`src/design/sfp_pkg.sv`:
```
// ---------------------------------------------------------------------------
// sfp_pkg: shared types and constants of the stateful packet filter
// Payload structs, action/list/cause codes, and the controller-datapath
// command and status bundles.
// ---------------------------------------------------------------------------
package sfp_pkg;

  localparam int unsigned RuleDepthDef = 16;
  localparam int unsigned PeerDepthDef = 16;

  localparam logic [31:0] WindowReset = 32'd60;
  localparam logic [31:0] LoopbackAddr = 32'd2130706433;
  localparam logic [31:0] CntMax = 32'hFFFF_FFFF;

  // action codes
  localparam logic [1:0] ActInbound = 2'd0;
  localparam logic [1:0] ActOutbound = 2'd1;
  localparam logic [1:0] ActRule = 2'd2;

  // rule list codes
  localparam logic [1:0] ListAllow = 2'd0;
  localparam logic [1:0] ListInDeny = 2'd1;
  localparam logic [1:0] ListOutDeny = 2'd2;
  localparam logic [1:0] ListNone = 2'd3;

  // cause codes
  localparam logic [2:0] CauseAllow = 3'd0;
  localparam logic [2:0] CauseInDeny = 3'd1;
  localparam logic [2:0] CausePeer = 3'd2;
  localparam logic [2:0] CauseNoMatch = 3'd3;
  localparam logic [2:0] CauseOutDeny = 3'd4;
  localparam logic [2:0] CausePass = 3'd5;
  localparam logic [2:0] CauseRule = 3'd6;

  typedef struct packed {
    logic [1:0]  action;
    logic [31:0] peer_address;
    logic [7:0]  protocol_number;
    logic [15:0] dest_port;
    logic [31:0] now_seconds;
    logic [1:0]  rule_list;
    logic [3:0]  rule_slot;
    logic        rule_enable;
  } item_t;

  typedef struct packed {
    logic        verdict;
    logic [2:0]  cause;
    logic [31:0] hit_count;
  } result_t;

  // controller to datapath
  typedef struct packed {
    logic       latch;
    logic       load;
    logic       next_list;
    logic       pick;
    logic       inc;
    logic       wrule;
    logic       plook;
    logic       pinc;
    logic       age_clr;
    logic       age_step;
    logic       insert;
    logic       clean;
    logic       res_we;
    logic       res_verdict;
    logic [2:0] res_cause;
    logic       res_hit;
  } cmd_t;

  // datapath to controller
  typedef struct packed {
    logic [1:0] action;
    logic [1:0] list;
    logic       mvec_nz;
    logic       wild;
    logic       any;
    logic       in_hit;
    logic       out_found;
    logic       pfree;
    logic       age_last;
  } sts_t;

endpackage

```
`src/design/sfp_ctrl.sv`:
```
// ---------------------------------------------------------------------------
// sfp_ctrl: sequencing state machine
// Steps through the rule scans, peer lookup, insert and cleanup for one
// transfer and raises the result strobe.
// ---------------------------------------------------------------------------
module sfp_ctrl (
  input  logic           clk_i,
  input  logic           rst_ni,
  input  logic           start_i,
  input  logic [1:0]     start_action_i,
  input  sfp_pkg::sts_t  sts_i,
  output sfp_pkg::cmd_t  cmd_o,
  output logic           busy_o,
  output logic           done_o
);
  import sfp_pkg::*;

  typedef enum logic [11:0] {
    S_IDLE  = 12'b0000_0000_0001,
    S_LOAD  = 12'b0000_0000_0010,
    S_PICK  = 12'b0000_0000_0100,
    S_INC   = 12'b0000_0000_1000,
    S_LEND  = 12'b0000_0001_0000,
    S_PLOOK = 12'b0000_0010_0000,
    S_PINC  = 12'b0000_0100_0000,
    S_PEND  = 12'b0000_1000_0000,
    S_AGE   = 12'b0001_0000_0000,
    S_INS   = 12'b0010_0000_0000,
    S_CLEAN = 12'b0100_0000_0000,
    S_DONE  = 12'b1000_0000_0000
  } state_e;

  state_e state_q, state_d;

  // next state and commands
  always_comb begin
    state_d = state_q;
    cmd_o = '0;
    case (state_q)
      S_IDLE: begin
        if (start_i) begin
          cmd_o.latch = 1'b1;
          if (start_action_i == ActInbound || start_action_i == ActOutbound) begin
            state_d = S_LOAD;
          end else begin
            if (start_action_i == ActRule) cmd_o.wrule = 1'b0;
            cmd_o.res_we = 1'b1;
            cmd_o.res_cause = CauseRule;
            state_d = (start_action_i == ActRule) ? S_INS : S_DONE;
          end
        end
      end
      S_LOAD: begin
        cmd_o.load = 1'b1;
        state_d = S_PICK;
      end
      S_PICK: begin
        if (sts_i.mvec_nz) begin
          cmd_o.pick = 1'b1;
          state_d = S_INC;
        end else begin
          state_d = S_LEND;
        end
      end
      S_INC: begin
        cmd_o.inc = 1'b1;
        state_d = sts_i.wild ? S_LEND : S_PICK;
      end
      S_LEND: begin
        if (sts_i.any) begin
          cmd_o.res_we = 1'b1;
          cmd_o.res_hit = 1'b1;
          case (sts_i.list)
            ListAllow: cmd_o.res_cause = CauseAllow;
            ListInDeny: begin
              cmd_o.res_cause = CauseInDeny;
              cmd_o.res_verdict = 1'b1;
            end
            default: begin
              cmd_o.res_cause = CauseOutDeny;
              cmd_o.res_verdict = 1'b1;
            end
          endcase
          state_d = S_DONE;
        end else if (sts_i.list == ListAllow) begin
          cmd_o.next_list = 1'b1;
          state_d = S_LOAD;
        end else begin
          state_d = S_PLOOK;
        end
      end
      S_PLOOK: begin
        if (sts_i.action == ActInbound) begin
          if (sts_i.in_hit) begin
            cmd_o.plook = 1'b1;
            state_d = S_PINC;
          end else begin
            cmd_o.res_we = 1'b1;
            cmd_o.res_verdict = 1'b1;
            cmd_o.res_cause = CauseNoMatch;
            state_d = S_DONE;
          end
        end else if (sts_i.out_found) begin
          cmd_o.plook = 1'b1;
          state_d = S_PINC;
        end else if (sts_i.pfree) begin
          state_d = S_INS;
        end else begin
          cmd_o.age_clr = 1'b1;
          state_d = S_AGE;
        end
      end
      S_PINC: begin
        cmd_o.pinc = 1'b1;
        state_d = (sts_i.action == ActInbound) ? S_PEND : S_CLEAN;
      end
      S_PEND: begin
        cmd_o.res_we = 1'b1;
        cmd_o.res_hit = 1'b1;
        cmd_o.res_cause = CausePeer;
        state_d = S_DONE;
      end
      S_AGE: begin
        cmd_o.age_step = 1'b1;
        if (sts_i.age_last) state_d = S_INS;
      end
      S_INS: begin
        // rule writes pass through here as well
        if (sts_i.action == ActRule) begin
          cmd_o.wrule = 1'b1;
          state_d = S_DONE;
        end else begin
          cmd_o.insert = 1'b1;
          state_d = S_CLEAN;
        end
      end
      S_CLEAN: begin
        cmd_o.clean = 1'b1;
        cmd_o.res_we = 1'b1;
        cmd_o.res_hit = 1'b1;
        cmd_o.res_cause = CausePass;
        state_d = S_DONE;
      end
      S_DONE: begin
        state_d = S_IDLE;
      end
      default: begin
        state_d = S_IDLE;
      end
    endcase
  end

  // state register
  always_ff @(posedge clk_i or negedge rst_ni) begin
    if (!rst_ni) begin
      state_q <= S_IDLE;
    end else begin
      state_q <= state_d;
    end
  end

  assign busy_o = (state_q != S_IDLE);
  assign done_o = (state_q == S_DONE);

  // checks
  a_done_then_idle: assert property (@(posedge clk_i) disable iff (!rst_ni)
    state_q == S_DONE |=> state_q == S_IDLE)
    else $error("result strobe not followed by idle");
  a_start_leaves_idle: assert property (@(posedge clk_i) disable iff (!rst_ni)
    (state_q == S_IDLE && start_i) |=> state_q != S_IDLE)
    else $error("accepted transfer did not start work");
  a_inc_after_pick: assert property (@(posedge clk_i) disable iff (!rst_ni)
    state_q == S_INC |-> $past(state_q) == S_PICK)
    else $error("counter update without a pick");
  a_single_result: assert property (@(posedge clk_i) disable iff (!rst_ni)
    done_o |=> !done_o)
    else $error("two results for one transfer");

endmodule

```
`config.mk`:
```
export PLATFORM = sky130hd
export DESIGN_NAME = sfp_ctrl
export DESIGN_NICKNAME = d
export VERILOG_FILES = /design/src/design/sfp_pkg.sv /design/src/design/sfp_ctrl.sv
export SDC_FILE = /design/constraint.sdc
export NUM_CORES = 1
export LEC_CHECK = 0
export BUFFER_PORTS_ARGS = -buffer_cell sky130_fd_sc_hd__buf_2
export CAP_MARGIN = 20
export CORE_MARGIN = 2
export CORE_UTILIZATION = 48
export CTS_CLUSTER_DIAMETER = 60
export DETAILED_ROUTE_END_ITERATION = 10
export PLACE_DENSITY = 0.78
export SLEW_MARGIN = 30
export SYNTH_ARGS = -nofsm -noshare
export SYNTH_HDL_FRONTEND = slang
export SYNTH_SLANG_ARGS = --single-unit
```
`constraint.sdc`:
```
create_clock -name clk_i -period 2.4 [get_ports clk_i]
set_input_delay 0 -clock clk_i [delete_from_list [all_inputs] [get_ports clk_i]]
set_output_delay 0 -clock clk_i [all_outputs]
set_load 0.03 [all_outputs]
```
==> metrics.txt <==
placeable core area 1920 um^2; max reg flops 12; count of cells resized by post-cts repair 0; areal power density over the cells 891 nW/um^2; count of fill cells added during filler insertion 179; share of post-route cells with drive strength above 1 33.1%; setup repair after global routing missed its margin false; Syn-to-layout area delta 28.8%; cell chosen for the clock root sky130_fd_sc_hd__clkbuf_4; CTS tree built; total wire length 2520 um; first-pass iteration count of the detailed router 4; mean number of vias per cell 5.78; HPWL reported at the end of detailed placement 2030 um; worst-margin pin slew 559 ps; terminus of the critical flop-to-flop path state_q[7]; Area contributors post-synth sky130_fd_sc_hd__dfrtp_1 (28%), sky130_fd_sc_hd__nor2_1 (5.8%), sky130_fd_sc_hd__nor4b_1 (4.5%), sky130_fd_sc_hd__nor4_4 (4.4%), sky130_fd_sc_hd__inv_1 (3.5%); effective utilization at floorplan 50.4%; DR vias 1064; Arrival @ worst endpoint 2280 ps; largest fanout of any net on the critical path 8; violations in the final reports negative hold slack; top-area cell type share of the netlist area 28.4%; setup clock skew after layout 4.43 ps; minimum setup slack among reg-to-reg paths 340 ps; Synth Warn # 0; Setup TNS 0 ps; required time of the critical path 2400 ps; flip-flop and latch count after synthesis 12; final critical path time including I/O delays and setup 2280 ps; Worst Slack Setup Final 122 ps; Port Buffer Count 35; total count of hold-check failures in the final report 1; count of H-tree levels built during CTS 1; synthesized netlist net count 131; DRC marker count from the first detailed-route iteration 35; worst reg2reg path startpoint state_q[8]; maximum achievable frequency 0.439 GHz; number of buffers created by CTS 3; depth of the worst hold-timing path 3; Peak supply drop 0.000457 V; num ports 36; Synth async-reset ratio 100%; clock-pin slew on the worst setup and hold paths 80 ps; register area share after synthesis 31.1%; final layout net count 174; worst slack at placement 399 ps; kind of path behind the tightest hold check primary input to register; number of synthesized flops with an enable pin 0; final worst hold slack -7.28 ps; destination of the worst hold path state_q[9]; pins over their slew limit 0; combined global-route utilization of all metal layers 22.1%; cell row count 16; GRT overflow 0; die outline height 48.9 um; kind of capture point of the worst setup path output port; source-to-sink clock delay at the later pin of the worst-skew pair 280 ps; Max Cap Viol 0; nature of the critical path startpoint register; post-synthesis instance area 968 um^2; Synth Instances 115; synthesized area per cell 8.42 um^2; static leakage power 0.000678 uW; register with the highest flop count state_q; routability-driven placement congestion ratio 0.914; Die Wd 48.9 um; critical path start-end classification register to output port; wire length of the first global-routing pass 4160 um; final worst path period share 94.9%; DRC violations left 0; number of global-route vias before repair 984; buffer levels on the longest clock path 2; number of antenna violations at the first check in global routing 0; Final Core Density 64.9%; status complete, but fails checks; count of different cell masters after synthesis 44; count of cells along the worst register-to-register path 5; die area 2390 um^2; largest net degree at the start of global routing 13; worst hold start sts_i[1]; most used flip-flop cell after synthesis sky130_fd_sc_hd__dfrtp_1; largest registers state_q (12); sink count of the clock tree 12; sum of internal, switching and leakage power 1110 uW; Max transition margin 62.2%; residual antenna-violating net count after detailed routing 0; n_diodes 0; wire per inst 13.7 um; Setup-failing EPs final 0; library cell with the largest summed area after synthesis sky130_fd_sc_hd__dfrtp_1
layer usage:
metal | up-vias | global-route usage, % | wire [um]
li1 | 512 | - | -
met1 | 503 | 27.9 | 1110
met2 | 40 | 37.7 | 1240
met3 | 9 | 3.37 | 124
met4 | 0 | 8.57 | 42
met5 | - | 0 | 0
logic make-up (layout without fill, tap and decap cells):
| group | count (synthesis) | in the layout | synth area share (%) |
|---|---|---|---|
| muxes | 1 | 1 | 1.03 |
| xor gates and xnor gates | 3 | 3 | 2.71 |
| buffers and inverters | 13 | 55 | 6.33 |
| and+or+nand+nor | 64 | 64 | 43.2 |
| DFF | 12 | 12 | 31.1 |
| AOI/OAI and AO/OA | 22 | 22 | 15.6 |
cells in the final DEF, fill, tap and decap left out, drive strengths merged, types with 6 or more instances in the layout:
master  instances
nand2           7
buf            37
nand4           6
dfrtp          11
nor2           16
inv             9
nor3            6
layout make-up:
type	instances	area (um^2)	share of cell area, %
Clock buffer	4	26.3	2.11
Inverter	9	33.8	2.71
Multi-Input combinational cell	90	612	49.0
Sequential cell	12	302	24.2
Tap cell	27	33.8	2.71
Timing Repair Buffer	42	240	19.3
Yosys cell counts, types with 4 or more instances:
library cell,number
sky130_fd_sc_hd__nand3_1,5
sky130_fd_sc_hd__a21oi_1,5
sky130_fd_sc_hd__nor2_1,15
sky130_fd_sc_hd__inv_1,9
sky130_fd_sc_hd__nor2b_1,4
sky130_fd_sc_hd__nand4_1,4
sky130_fd_sc_hd__dfrtp_1,11
sky130_fd_sc_hd__nor3_1,6
sky130_fd_sc_hd__nand2_1,7
sky130_fd_sc_hd__nor4b_1,5
per-stage QoR:
| stage | instances | area, um^2 |
|---|---|---|
| finish | 184 | 1250 |
| detailed placement | 174 | 1160 |
| global route | 184 | 1250 |
| CTS | 183 | 1240 |
| global placement | 174 | 1160 |
| floorplan | 115 | 975 |
worst max-delay path, stage by stage (launching register included):
cell and delay (ps):
sky130_fd_sc_hd__dfrtp_1 490, sky130_fd_sc_hd__nor4_4 300, sky130_fd_sc_hd__buf_4 190, sky130_fd_sc_hd__nand4_4 130
sky130_fd_sc_hd__or4_4 480, sky130_fd_sc_hd__a21boi_1 160, sky130_fd_sc_hd__nand2_1 60, sky130_fd_sc_hd__buf_2 200
power by group:
| part | leakage (uW) | internal [uW] | switching (uW) | total (uW) |
|---|---|---|---|---|
| clock network | 0.0000150 | 64.5 | 68.7 | 133 |
| logic | 0.000500 | 254 | 422 | 676 |
| registers | 0.000163 | 242 | 60.0 | 302 |
timing repair:
item,in CTS,in global routing
setup endpoints to repair,0,2
setup buffers,0,1
hold buffers,5,0
hold endpoints to repair,15,0
worst max-delay path by stage:
stage	startpoint	to	slack [ps]	cells after the start
after global routing	state_q[2]	cmd_o[2]	30	7
after detailed placement	state_q[5]	state_q[11]	400	5
after floorplan	state_q[2]	state_q[1]	280	6
after CTS	state_q[2]	cmd_o[2]	110	6
final	state_q[2]	cmd_o[2]	120	7
after global placement	state_q[2]	cmd_o[2]	450	6
Power figures use the tool's default switching activity.
